`src/sv/ocpd_pkg.sv`:
```
// shared types, constants and register map of the optical coin pulse detector
package ocpd_pkg;

   // fixed field widths
   localparam int SAMPLE_W = 12;
   localparam int FRAC_W   = 16;
   localparam int BASE_W   = SAMPLE_W + FRAC_W;
   localparam int TIME_W   = 32;
   localparam int DATA_W   = 32;
   localparam int ADDR_W   = 5;

   // default group size
   localparam int GROUP_SIZE_DEF = 16;

   // register reset values
   localparam logic [11:0] LOW_LIMIT_RST  = 12'd100;
   localparam logic [11:0] HIGH_LIMIT_RST = 12'd4000;
   localparam logic [11:0] DIP_THR_RST    = 12'd50;
   localparam logic [15:0] DIP_MAX_RST    = 16'd200;
   localparam logic [23:0] HOLD_RST       = 24'd5000;
   localparam logic [15:0] GAIN_RST       = 16'd655;

   typedef enum logic [2:0] {
      REG_LOW_LIMIT  = 3'd0,
      REG_HIGH_LIMIT = 3'd1,
      REG_DIP_THR    = 3'd2,
      REG_DIP_MAX    = 3'd3,
      REG_HOLD       = 3'd4,
      REG_GAIN       = 3'd5,
      REG_SPARE6     = 3'd6,
      REG_SPARE7     = 3'd7
   } reg_idx_type;

   typedef enum logic [1:0] {
      ST_BLOCK = 2'd0,
      ST_IDLE  = 2'd1,
      ST_DIP   = 2'd2,
      ST_END   = 2'd3
   } det_state_type;

   typedef struct packed {
      logic [11:0] low_limit;
      logic [11:0] high_limit;
      logic [11:0] dip_threshold;
      logic [15:0] dip_max_ms;
      logic [23:0] hold_ms;
      logic [15:0] smoothing_gain;
   } cfg_type;

   typedef struct packed {
      logic                coin_pulse;
      logic                average_valid;
      logic [SAMPLE_W-1:0] group_average;
      det_state_type       detect_state;
   } det_result_type;

endpackage

```
`src/sv/ocpd_req_if.sv`:
```
// input channel: photodiode sample, time stamp and tracking enable
interface ocpd_req_if;
   logic                               valid;
   logic                               ready;
   logic [ocpd_pkg::SAMPLE_W-1:0]      sample;
   logic [ocpd_pkg::TIME_W-1:0]        time_ms;
   logic                               track_enable;

   modport source (output valid, sample, time_ms, track_enable, input ready);
   modport sink   (input valid, sample, time_ms, track_enable, output ready);
endinterface

```
`src/sv/ocpd_rsp_if.sv`:
```
// result channel: coin flag, average and detector state
interface ocpd_rsp_if;
   logic                               valid;
   logic                               ready;
   logic                               coin_pulse;
   logic                               average_valid;
   logic [ocpd_pkg::SAMPLE_W-1:0]      group_average;
   logic [1:0]                         detect_state;

   modport source (output valid, coin_pulse, average_valid, group_average, detect_state,
                   input ready);
   modport sink   (input valid, coin_pulse, average_valid, group_average, detect_state,
                   output ready);
endinterface

```
`src/sv/ocpd_detect.sv`:
```
// dip detector state machine and q12.16 baseline tracker
module ocpd_detect (
   input  logic                                clock,
   input  logic                                reset,
   input  logic                                fire,
   input  logic                                grp,
   input  logic [ocpd_pkg::SAMPLE_W-1:0]       avg,
   input  logic [ocpd_pkg::TIME_W-1:0]         now,
   input  logic                                track_en,
   input  ocpd_pkg::cfg_type                   cfg,
   output ocpd_pkg::det_result_type            res
);

   localparam int SW = ocpd_pkg::SAMPLE_W;
   localparam int FW = ocpd_pkg::FRAC_W;
   localparam int BW = ocpd_pkg::BASE_W;
   localparam int TW = ocpd_pkg::TIME_W;

   ocpd_pkg::det_state_type state_ff, state_in;
   logic [BW-1:0]           baseline_ff, baseline_in;
   logic                    seeded_ff;
   logic [TW-1:0]           dip_start_ff;
   logic [TW-1:0]           block_until_ff;
   logic [SW-1:0]           prev_avg_ff;

   logic [BW-1:0]   base_eff;
   logic [SW-1:0]   base_int;
   logic            outside;
   logic            dip_now;
   logic            rise_now;
   logic [TW-1:0]   blk_elapsed;
   logic            blk_done;
   logic [TW-1:0]   dip_len;
   logic            dip_long;
   logic [TW-1:0]   hold_end;
   logic            hit;
   logic            load_block;
   logic            load_dip;
   logic            upd;
   logic [BW:0]     delta;
   logic            neg;
   logic [BW:0]     delta_abs;
   logic [BW+FW-1:0] prod;
   logic [BW+FW-1:0] prod_rnd;
   logic [BW-1:0]   stepv;
   logic [BW-1:0]   base_new;

   // first average seeds the baseline
   assign base_eff = seeded_ff ? baseline_ff : {avg, {FW{1'b0}}};
   assign base_int = base_eff[BW-1 -: SW];

   assign outside = (base_eff < {cfg.low_limit, {FW{1'b0}}})
                 || (base_eff > {cfg.high_limit, {FW{1'b0}}})
                 || (avg < cfg.low_limit) || (avg > cfg.high_limit);

   assign dip_now  = ({1'b0, avg} + {1'b0, cfg.dip_threshold}) < {1'b0, base_int};
   assign rise_now = {1'b0, avg} > ({1'b0, prev_avg_ff} + {1'b0, cfg.dip_threshold});

   // wrap safe time compares
   assign blk_elapsed = now - block_until_ff;
   assign blk_done    = ~blk_elapsed[TW-1];
   assign dip_len     = now - dip_start_ff;
   assign dip_long    = dip_len > {16'b0, cfg.dip_max_ms};
   assign hold_end    = now + {8'b0, cfg.hold_ms};

   always_comb begin
      state_in = state_ff;
      unique case (state_ff)
         ocpd_pkg::ST_BLOCK: begin
            if (!outside && blk_done) state_in = ocpd_pkg::ST_IDLE;
         end
         ocpd_pkg::ST_IDLE: begin
            priority if (outside) state_in = ocpd_pkg::ST_BLOCK;
            else if (dip_now)     state_in = ocpd_pkg::ST_DIP;
            else                  state_in = ocpd_pkg::ST_IDLE;
         end
         ocpd_pkg::ST_DIP: begin
            priority if (rise_now) state_in = ocpd_pkg::ST_END;
            else if (dip_long)     state_in = ocpd_pkg::ST_BLOCK;
            else                   state_in = ocpd_pkg::ST_DIP;
         end
         ocpd_pkg::ST_END: begin
            state_in = ocpd_pkg::ST_IDLE;
         end
      endcase
   end

   always_comb begin
      hit        = 1'b0;
      load_block = 1'b0;
      load_dip   = 1'b0;
      unique case (state_ff)
         ocpd_pkg::ST_BLOCK: load_block = outside;
         ocpd_pkg::ST_IDLE: begin
            load_block = outside;
            load_dip   = !outside && dip_now;
         end
         ocpd_pkg::ST_DIP:   load_block = !rise_now && dip_long;
         ocpd_pkg::ST_END:   hit = 1'b1;
      endcase
   end

   // baseline step: round(gain * delta / 2^16), ties away from zero
   assign upd       = track_en && ((state_in == ocpd_pkg::ST_IDLE)
                                || (state_in == ocpd_pkg::ST_BLOCK));
   assign delta     = {1'b0, avg, {FW{1'b0}}} - {1'b0, base_eff};
   assign neg       = delta[BW];
   assign delta_abs = neg ? (~delta + 1'b1) : delta;
   assign prod      = delta_abs[BW-1:0] * cfg.smoothing_gain;
   assign prod_rnd  = prod + (BW+FW)'(32768);
   assign stepv     = prod_rnd[FW +: BW];
   assign base_new  = neg ? (base_eff - stepv) : (base_eff + stepv);
   assign baseline_in = upd ? base_new : base_eff;

   always_ff @(posedge clock) begin
      if (reset) begin
         state_ff       <= ocpd_pkg::ST_IDLE;
         baseline_ff    <= '0;
         seeded_ff      <= 1'b0;
         dip_start_ff   <= '0;
         block_until_ff <= '0;
         prev_avg_ff    <= '0;
      end else if (fire && grp) begin
         state_ff    <= state_in;
         baseline_ff <= baseline_in;
         seeded_ff   <= 1'b1;
         prev_avg_ff <= avg;
         if (load_block) block_until_ff <= hold_end;
         if (load_dip)   dip_start_ff   <= now;
      end
   end

   assign res.coin_pulse    = grp && hit;
   assign res.average_valid = grp;
   assign res.group_average = grp ? avg : prev_avg_ff;
   assign res.detect_state  = grp ? state_in : state_ff;

endmodule

```
`src/sv/optical_coin_pulse_detector_core.sv`:
```
// top level of the optical coin pulse detector: channels, registers, accumulator, pipeline
//
// Photodiode samples are summed in groups of GROUP_SIZE; the transfer that closes a group
// yields the floor average, which drives a four-state dip detector (blocking, idle, dip
// started, dip ended) against a q12.16 exponential baseline seeded by the first average.
// Every input transfer gives exactly one result transfer, in order. The path is a
// three-register pipeline (input/accumulate, average by reciprocal multiply, detector and
// baseline multiply-add) that takes one item per cycle unless the result channel stalls;
// each result passes through all three registers before its transfer. The whole
// pipeline advances together, so req ready follows
// whether the output register is free or being drained. Registers sit on the apb-style
// port at byte addresses 0, 4, ... 20 and should only be written while nothing is in flight.
module optical_coin_pulse_detector_core #(
   parameter int GROUP_SIZE = ocpd_pkg::GROUP_SIZE_DEF
) (
   input  logic                           clock,
   input  logic                           reset,
   ocpd_req_if.sink                       req_ch,
   ocpd_rsp_if.source                     rsp_ch,
   input  logic                           psel,
   input  logic                           penable,
   input  logic                           pwrite,
   input  logic [ocpd_pkg::ADDR_W-1:0]    paddr,
   input  logic [ocpd_pkg::DATA_W-1:0]    pwdata,
   output logic [ocpd_pkg::DATA_W-1:0]    prdata,
   output logic                           pready
);

   localparam int SW     = ocpd_pkg::SAMPLE_W;
   localparam int TW     = ocpd_pkg::TIME_W;
   localparam int LOG_G  = $clog2(GROUP_SIZE);
   localparam int SUM_W  = SW + LOG_G;
   localparam int CNT_W  = (LOG_G > 0) ? LOG_G : 1;
   // exact floor division by a constant: q = (sum * m) >> (SUM_W + LOG_G)
   localparam int DIV_SH = SUM_W + LOG_G;
   localparam logic [63:0] DIV_M_FULL =
      ((64'd1 << DIV_SH) + 64'(GROUP_SIZE) - 64'd1) / 64'(GROUP_SIZE);
   localparam logic [SUM_W:0] DIV_M = DIV_M_FULL[SUM_W:0];
   localparam logic [CNT_W-1:0] CNT_LAST = CNT_W'(GROUP_SIZE - 1);

   // register file
   ocpd_pkg::cfg_type     cfg_ff;
   ocpd_pkg::reg_idx_type csr_idx;
   logic                  csr_wr;

   // accumulator
   logic [SUM_W-1:0] acc_ff;
   logic [CNT_W-1:0] cnt_ff;
   logic [SUM_W-1:0] sum_total;
   logic             grp_end;

   // pipeline stage one: input register
   logic             s1_v_ff;
   logic [SUM_W-1:0] s1_sum_ff;
   logic             s1_grp_ff;
   logic [TW-1:0]    s1_time_ff;
   logic             s1_en_ff;

   // pipeline stage two: average
   logic              s2_v_ff;
   logic [SW-1:0]     s2_avg_ff;
   logic              s2_grp_ff;
   logic [TW-1:0]     s2_time_ff;
   logic              s2_en_ff;
   logic [2*SUM_W:0]  div_prod;

   // output register
   logic                     rsp_v_ff;
   ocpd_pkg::det_result_type rsp_ff;
   ocpd_pkg::det_result_type det_res;

   logic advance;
   logic req_xfer;

   // whole pipeline moves when the output register is empty or drained
   assign advance      = !rsp_v_ff || rsp_ch.ready;
   assign req_ch.ready = advance;
   assign req_xfer     = req_ch.valid && advance;

   // ---------------- configuration port ----------------
   assign pready  = 1'b1;
   assign csr_idx = ocpd_pkg::reg_idx_type'(paddr[4:2]);
   assign csr_wr  = psel && penable && pwrite;

   always_ff @(posedge clock) begin
      if (reset) begin
         cfg_ff.low_limit      <= ocpd_pkg::LOW_LIMIT_RST;
         cfg_ff.high_limit     <= ocpd_pkg::HIGH_LIMIT_RST;
         cfg_ff.dip_threshold  <= ocpd_pkg::DIP_THR_RST;
         cfg_ff.dip_max_ms     <= ocpd_pkg::DIP_MAX_RST;
         cfg_ff.hold_ms        <= ocpd_pkg::HOLD_RST;
         cfg_ff.smoothing_gain <= ocpd_pkg::GAIN_RST;
      end else if (csr_wr) begin
         unique case (csr_idx)
            ocpd_pkg::REG_LOW_LIMIT:  cfg_ff.low_limit      <= pwdata[11:0];
            ocpd_pkg::REG_HIGH_LIMIT: cfg_ff.high_limit     <= pwdata[11:0];
            ocpd_pkg::REG_DIP_THR:    cfg_ff.dip_threshold  <= pwdata[11:0];
            ocpd_pkg::REG_DIP_MAX:    cfg_ff.dip_max_ms     <= pwdata[15:0];
            ocpd_pkg::REG_HOLD:       cfg_ff.hold_ms        <= pwdata[23:0];
            ocpd_pkg::REG_GAIN:       cfg_ff.smoothing_gain <= pwdata[15:0];
            default: ;  // unmapped addresses ignore writes
         endcase
      end
   end

   always_comb begin
      unique case (csr_idx)
         ocpd_pkg::REG_LOW_LIMIT:  prdata = {20'b0, cfg_ff.low_limit};
         ocpd_pkg::REG_HIGH_LIMIT: prdata = {20'b0, cfg_ff.high_limit};
         ocpd_pkg::REG_DIP_THR:    prdata = {20'b0, cfg_ff.dip_threshold};
         ocpd_pkg::REG_DIP_MAX:    prdata = {16'b0, cfg_ff.dip_max_ms};
         ocpd_pkg::REG_HOLD:       prdata = {8'b0, cfg_ff.hold_ms};
         ocpd_pkg::REG_GAIN:       prdata = {16'b0, cfg_ff.smoothing_gain};
         default:                  prdata = '0;
      endcase
   end

   // ---------------- group accumulator ----------------
   assign sum_total = acc_ff + SUM_W'(req_ch.sample);
   assign grp_end   = (cnt_ff == CNT_LAST);

   always_ff @(posedge clock) begin
      if (reset) begin
         acc_ff <= '0;
         cnt_ff <= '0;
      end else if (req_xfer) begin
         if (grp_end) begin
            acc_ff <= '0;
            cnt_ff <= '0;
         end else begin
            acc_ff <= sum_total;
            cnt_ff <= cnt_ff + 1'b1;
         end
      end
   end

   // ---------------- stage one ----------------
   always_ff @(posedge clock) begin
      if (reset) begin
         s1_v_ff <= 1'b0;
      end else if (advance) begin
         s1_v_ff <= req_ch.valid;
      end
   end

   always_ff @(posedge clock) begin
      if (req_xfer) begin
         s1_sum_ff  <= sum_total;
         s1_grp_ff  <= grp_end;
         s1_time_ff <= req_ch.time_ms;
         s1_en_ff   <= req_ch.track_enable;
      end
   end

   // ---------------- stage two: divide by group size ----------------
   assign div_prod = s1_sum_ff * DIV_M;

   always_ff @(posedge clock) begin
      if (reset) begin
         s2_v_ff <= 1'b0;
      end else if (advance) begin
         s2_v_ff <= s1_v_ff;
      end
   end

   always_ff @(posedge clock) begin
      if (advance && s1_v_ff) begin
         s2_avg_ff  <= div_prod[DIV_SH +: SW];
         s2_grp_ff  <= s1_grp_ff;
         s2_time_ff <= s1_time_ff;
         s2_en_ff   <= s1_en_ff;
      end
   end

   // ---------------- stage three: detector and baseline ----------------
   ocpd_detect u_detect (
      .clock    (clock),
      .reset    (reset),
      .fire     (advance && s2_v_ff),
      .grp      (s2_grp_ff),
      .avg      (s2_avg_ff),
      .now      (s2_time_ff),
      .track_en (s2_en_ff),
      .cfg      (cfg_ff),
      .res      (det_res)
   );

   always_ff @(posedge clock) begin
      if (reset) begin
         rsp_v_ff <= 1'b0;
      end else if (advance) begin
         rsp_v_ff <= s2_v_ff;
      end
   end

   always_ff @(posedge clock) begin
      if (advance && s2_v_ff) begin
         rsp_ff <= det_res;
      end
   end

   // result transfer
   assign rsp_ch.valid         = rsp_v_ff;
   assign rsp_ch.coin_pulse    = rsp_ff.coin_pulse;
   assign rsp_ch.average_valid = rsp_ff.average_valid;
   assign rsp_ch.group_average = rsp_ff.group_average;
   assign rsp_ch.detect_state  = rsp_ff.detect_state;

endmodule
```
`src/flat_wrapper.sv`:
```
// flat-port wrapper written by rule: the top's interface ports become plain ports
module optical_coin_pulse_detector_core_flat 
#(
   parameter int GROUP_SIZE = ocpd_pkg::GROUP_SIZE_DEF
)
  (clock, reset, psel, penable, pwrite, paddr, pwdata, prdata, pready, req_ch_valid, req_ch_sample, req_ch_time_ms, req_ch_track_enable, req_ch_ready, rsp_ch_valid, rsp_ch_coin_pulse, rsp_ch_average_valid, rsp_ch_group_average, rsp_ch_detect_state, rsp_ch_ready);
  ocpd_req_if req_ch_i ();
  ocpd_rsp_if rsp_ch_i ();
  input  logic clock;
  input  logic reset;
  input  logic psel;
  input  logic penable;
  input  logic pwrite;
  input  logic [ocpd_pkg::ADDR_W-1:0] paddr;
  input  logic [ocpd_pkg::DATA_W-1:0] pwdata;
  output logic [ocpd_pkg::DATA_W-1:0] prdata;
  output logic pready;
  input wire logic [$bits(req_ch_i.valid)-1:0] req_ch_valid;
  input wire logic [$bits(req_ch_i.sample)-1:0] req_ch_sample;
  input wire logic [$bits(req_ch_i.time_ms)-1:0] req_ch_time_ms;
  input wire logic [$bits(req_ch_i.track_enable)-1:0] req_ch_track_enable;
  output wire logic [$bits(req_ch_i.ready)-1:0] req_ch_ready;
  output wire logic [$bits(rsp_ch_i.valid)-1:0] rsp_ch_valid;
  output wire logic [$bits(rsp_ch_i.coin_pulse)-1:0] rsp_ch_coin_pulse;
  output wire logic [$bits(rsp_ch_i.average_valid)-1:0] rsp_ch_average_valid;
  output wire logic [$bits(rsp_ch_i.group_average)-1:0] rsp_ch_group_average;
  output wire logic [$bits(rsp_ch_i.detect_state)-1:0] rsp_ch_detect_state;
  input wire logic [$bits(rsp_ch_i.ready)-1:0] rsp_ch_ready;
  assign req_ch_i.valid = req_ch_valid;
  assign req_ch_i.sample = req_ch_sample;
  assign req_ch_i.time_ms = req_ch_time_ms;
  assign req_ch_i.track_enable = req_ch_track_enable;
  assign req_ch_ready = req_ch_i.ready;
  assign rsp_ch_valid = rsp_ch_i.valid;
  assign rsp_ch_coin_pulse = rsp_ch_i.coin_pulse;
  assign rsp_ch_average_valid = rsp_ch_i.average_valid;
  assign rsp_ch_group_average = rsp_ch_i.group_average;
  assign rsp_ch_detect_state = rsp_ch_i.detect_state;
  assign rsp_ch_i.ready = rsp_ch_ready;
  optical_coin_pulse_detector_core #(.GROUP_SIZE(GROUP_SIZE)) u_core (.clock(clock), .reset(reset), .req_ch(req_ch_i), .rsp_ch(rsp_ch_i), .psel(psel), .penable(penable), .pwrite(pwrite), .paddr(paddr), .pwdata(pwdata), .prdata(prdata), .pready(pready));
endmodule
```
`config.mk`:
```
export PLATFORM = sky130hd
export DESIGN_NAME = optical_coin_pulse_detector_core_flat
export DESIGN_NICKNAME = d
export VERILOG_FILES = /design/src/sv/ocpd_pkg.sv /design/src/sv/ocpd_req_if.sv /design/src/sv/ocpd_rsp_if.sv /design/src/sv/ocpd_detect.sv /design/src/sv/optical_coin_pulse_detector_core.sv /design/src/flat_wrapper.sv
export SDC_FILE = /design/constraint.sdc
export NUM_CORES = 2
export LEC_CHECK = 0
export ABC_AREA = 1
export BUFFER_PORTS_ARGS = -buffer_cell sky130_fd_sc_hd__buf_2
export CAP_MARGIN = 20
export CORE_ASPECT_RATIO = 1.5
export CORE_UTILIZATION = 45
export DETAILED_ROUTE_END_ITERATION = 8
export PLACE_DENSITY = 0.6
export SKIP_LAST_GASP = 1
export SLEW_MARGIN = 10
export SYNTH_ARGS = -nofsm -noshare
export SYNTH_HDL_FRONTEND = slang
export SYNTH_HIERARCHICAL = 1
export SYNTH_SLANG_ARGS = --single-unit
export TNS_END_PERCENT = 20
```
`constraint.sdc`:
```
create_clock -name clock -period 9.9 [get_ports clock]
set_clock_uncertainty 0.05 [all_clocks]
set_input_delay 0.495 -clock clock [delete_from_list [all_inputs] [get_ports clock]]
set_output_delay 0.495 -clock clock [all_outputs]
set_load 0.02 [all_outputs]
```
==> impl_metrics.ini <==
[route]
drt-initial-drc-count = 1973
drc = 0
vias = 35100
viasPerCell = 5.20
post_drt_wl_per_cell_um = 18.5
routed_wl_um = 125000
drtPass1Iterations = 5
final_antenna_net_count = 0

[flow_run]
drv_cap = 0

[clocking]
clk_latency_ns = 0.60
cts.sink_count = 330
path_clk_slew_ns = 0.07
postCtsHoldBufs = 0
cts-buffers-inserted = 35
cts_buffer_depth = 3
cts-root-buf = clkbuf_16
h-tree-depth = 2
cts_tree = built

[sta]
slew_viol_final = 0
fin_crit_ns = 10.78
worst_slack_ns = -0.884
clock.fmax_mhz = 92.7
whs_ns = 0.0257
fin_crit_sh = 1.09
worstMarginPinSlew_ns = 1.00
rsz0062_at_grt = yes
setup_violations = 17
max_slew_margin = 0.332
hold_violations = 0

[yosys]
postSynthAreaPerCell_um2 = 7.59
synth-edff-count = 108
syn_inst = 4978
async_reset_ff_frac = 0
synthFlopType = dfxtp_1
yosysWarnings = 6
ys_types = 64
yosysSeqAreaShare = 0.203
synth-seq-cells = 330
synth_area_um2 = 37800

[grt]
grt.total_usage = 0.298
grt_pass1_wl_um = 195000
antenna_found_initial = 6
globalRoute.totalOverflow = 0
grt_pass1_vias = 36300
grt_max_degree = 86

[critical_path]
path_common_cell = nand2_1
endpoint = u_core/u_detect/baseline_ff[27]$_SDFFE_PP0P_
crit_type = flop to flop
crit_start = u_core/u_detect/seeded_ff$_SDFFE_PP0P_
critPathLaunchType = flop
ff2ff_setup_slack_ns = -0.88
cp_slowest_cell = fa_1
timing.rr.end = u_core/u_detect/baseline_ff[27]$_SDFFE_PP0P_
cp-end-kind = flop
required_ns = 10.32
ff2ff_path_depth = 62
crit_fanout = 7
reg2reg_from = u_core/u_detect/seeded_ff$_SDFFE_PP0P_
crit_arrival_ns = 11.20
max_stage_delay_ns = 0.60

[run_status]
violations = negative setup slack
outcome = finished with violations

[floorplanning]
die_y_um = 357
initial_core_util = 0.456
die_x_um = 239
die_area_um2 = 85200
pin_count = 140
num_rows = 129
placeableCoreArea_um2 = 82800

[min_path]
hp-start = req_ch_time_ms[31]
hp-class = input port to flop

[final_layout]
areaGrowthSynthToFinish_pct = 22.7
drive_above_1_share = 0.196
layout.nets = 6444
final_area_um2 = 46400

[placed_design]
place.gp.congestion = 0.960
detailedPlace.worstSlack_ns = -1.45
placed_area_um2 = 43800
port_buffers = 120
post-dp-hpwl_um = 102000
worst max-delay path, delay by kind of cell (launching register included):
family	cells	cell delay, ns
AOI/OAI and AO/OA	7	1.07
xor gates and xnor gates	2	0.33
adders and majority gates	8	3.76
buffers and inverters	12	1.07
DFF	1	0.38
and+or+nand+nor	33	3.96
per-layer routing:
layer,part of all wire,vias to the layer above,GRT usage,wire length [µm]
li1,-,17000,-,-
met1,0.36,16900,0.312,45500
met2,0.53,884,0.564,66100
met3,0.034,340,0.0259,4310
met4,0.073,4,0.195,9120
met5,0.00018,-,0,23
cells in the mapped netlist, types with 5 or more instances:
| master | n | area [µm²] |
|---|---|---|
| nand2_1 | 938 | 3520 |
| a221oi_1 | 5 | 43.8 |
| inv_1 | 898 | 3370 |
| nor2_1 | 524 | 1970 |
| o21a_1 | 15 | 113 |
| nand2_2 | 19 | 119 |
| nand3_2 | 5 | 50.1 |
| o21ai_0 | 283 | 1420 |
| o21bai_1 | 10 | 75.1 |
| or2_2 | 22 | 138 |
| dfxtp_1 | 222 | 4440 |
| a211oi_1 | 12 | 90.1 |
| buf_4 | 10 | 75.1 |
| nor2_2 | 23 | 144 |
| o31ai_1 | 5 | 37.5 |
| nor2_4 | 7 | 78.8 |
| and2_1 | 7 | 43.8 |
| a22o_1 | 6 | 52.6 |
| edfxtp_1 | 108 | 3240 |
| clkbuf_1 | 103 | 387 |
| xnor2_1 | 51 | 447 |
| a31oi_1 | 20 | 125 |
| a21boi_0 | 10 | 75.1 |
| nor4_1 | 10 | 62.6 |
| nor3_1 | 57 | 285 |
| nand3b_1 | 10 | 75.1 |
| xor2_1 | 122 | 1070 |
| a21oi_1 | 352 | 1760 |
| o211ai_1 | 32 | 240 |
| inv_2 | 17 | 63.8 |
| a21o_1 | 11 | 82.6 |
| clkinv_1 | 10 | 37.5 |
| buf_1 | 8 | 30.0 |
| a22oi_1 | 11 | 82.6 |
| o21ai_1 | 16 | 80.1 |
| ha_1 | 386 | 4830 |
| fa_1 | 367 | 7350 |
| nand4_1 | 37 | 231 |
| nand3_1 | 147 | 736 |
| buf_2 | 23 | 115 |
| o221ai_1 | 7 | 61.3 |
state kept, by name, summed over array words and instances (netlist names), 4 cells and up:
register	flops
u_core/cfg_ff	92
u_core/s1_time_ff	32
u_core/s2_time_ff	32
u_core/u_detect/block_until_ff	32
u_core/u_detect/dip_start_ff	32
u_core/u_detect/baseline_ff	28
u_core/acc_ff	16
u_core/rsp_ch.group_average	12
u_core/s1_sum_ff	12
u_core/s2_avg_ff	12
u_core/u_detect/prev_avg_ff	12
u_core/cnt_ff	4
what timing repair did:
action / 4_1_cts / 5_1_grt
endpoints found under the setup margin: 22 / 23
resized for setup: 198 / 23
pin swaps: 63 / 10
cloned: 2 / 0
setup buffers: 39 / 5
stage by stage:
step           instances  utilization   TNS (ns)
2_1_floorplan       4985            -  -0.000941
3_5_place_dp        6632        0.529     -17.93
3_3_place_gp        6632        0.529     -14.55
6_report            6746        0.560      -6.69
5_1_grt             6746        0.560     -20.90
4_1_cts             6737        0.558      -6.30
final cells by class:
class	count	area (µm²)
fillers	7934	36400
multi-input cells	3582	27200
flip-flops and latches	330	7690
repair buffers	727	5400
inverters	926	3510
well taps	1113	1390
clock buffers	46	938
clock inverters	18	243
diodes	4	10.0
logic make-up (layout without fill, tap and decap cells):
logic type               after synthesis  in the layout  share of synthesized area
AND/OR/NAND/NOR                     1829           1830                      0.204
AO/OA/AOI/OAI                        815            815                      0.120
XOR/XNOR                             175            175                     0.0410
flip-flops                           330            330                      0.203
buffers and inverters               1074           1717                      0.109
adder cells (fa/ha/maj)              753            753                      0.322
other                                  2             13                   0.000199
worst min-delay path by stage:
| stage | depth (start not counted) | slack [ns] | endpoint |
|---|---|---|---|
| 4_1_cts | 1 | 0.0005 | u_core/s1_time_ff[31]$_DFFE_PP_ |
| 6_report | 1 | 0.03 | u_core/s1_time_ff[31]$_DFFE_PP_ |
| 5_1_grt | 1 | 0.01 | u_core/s1_time_ff[31]$_DFFE_PP_ |
| 3_5_place_dp | 0 | 0.36 | u_core/s2_time_ff[21]$_DFFE_PP_ |
| 2_1_floorplan | 0 | 0.35 | u_core/s2_avg_ff[0]$_DFFE_PP_ |
| 3_3_place_gp | 0 | 0.35 | u_core/s2_time_ff[9]$_DFFE_PP_ |
cells in the final DEF, fill, tap and decap left out, drive strengths merged, types with 12 or more instances in the layout:
cell / n
a211oi: 12
a21oi: 354
a31oi: 20
buf: 726
clkbuf: 46
clkinv: 19
dfxtp: 222
edfxtp: 108
fa: 367
ha: 386
inv: 918
nand2: 962
nand3: 152
nand4: 41
nor2: 554
nor3: 62
nor4: 12
o211ai: 32
o21a: 15
o21ai: 301
or2: 26
xnor2: 51
xor2: 124
Power is left out: the tool's default activity adds up to more than one toggle a clock period on the data nets, which glitch-free logic cannot reach.
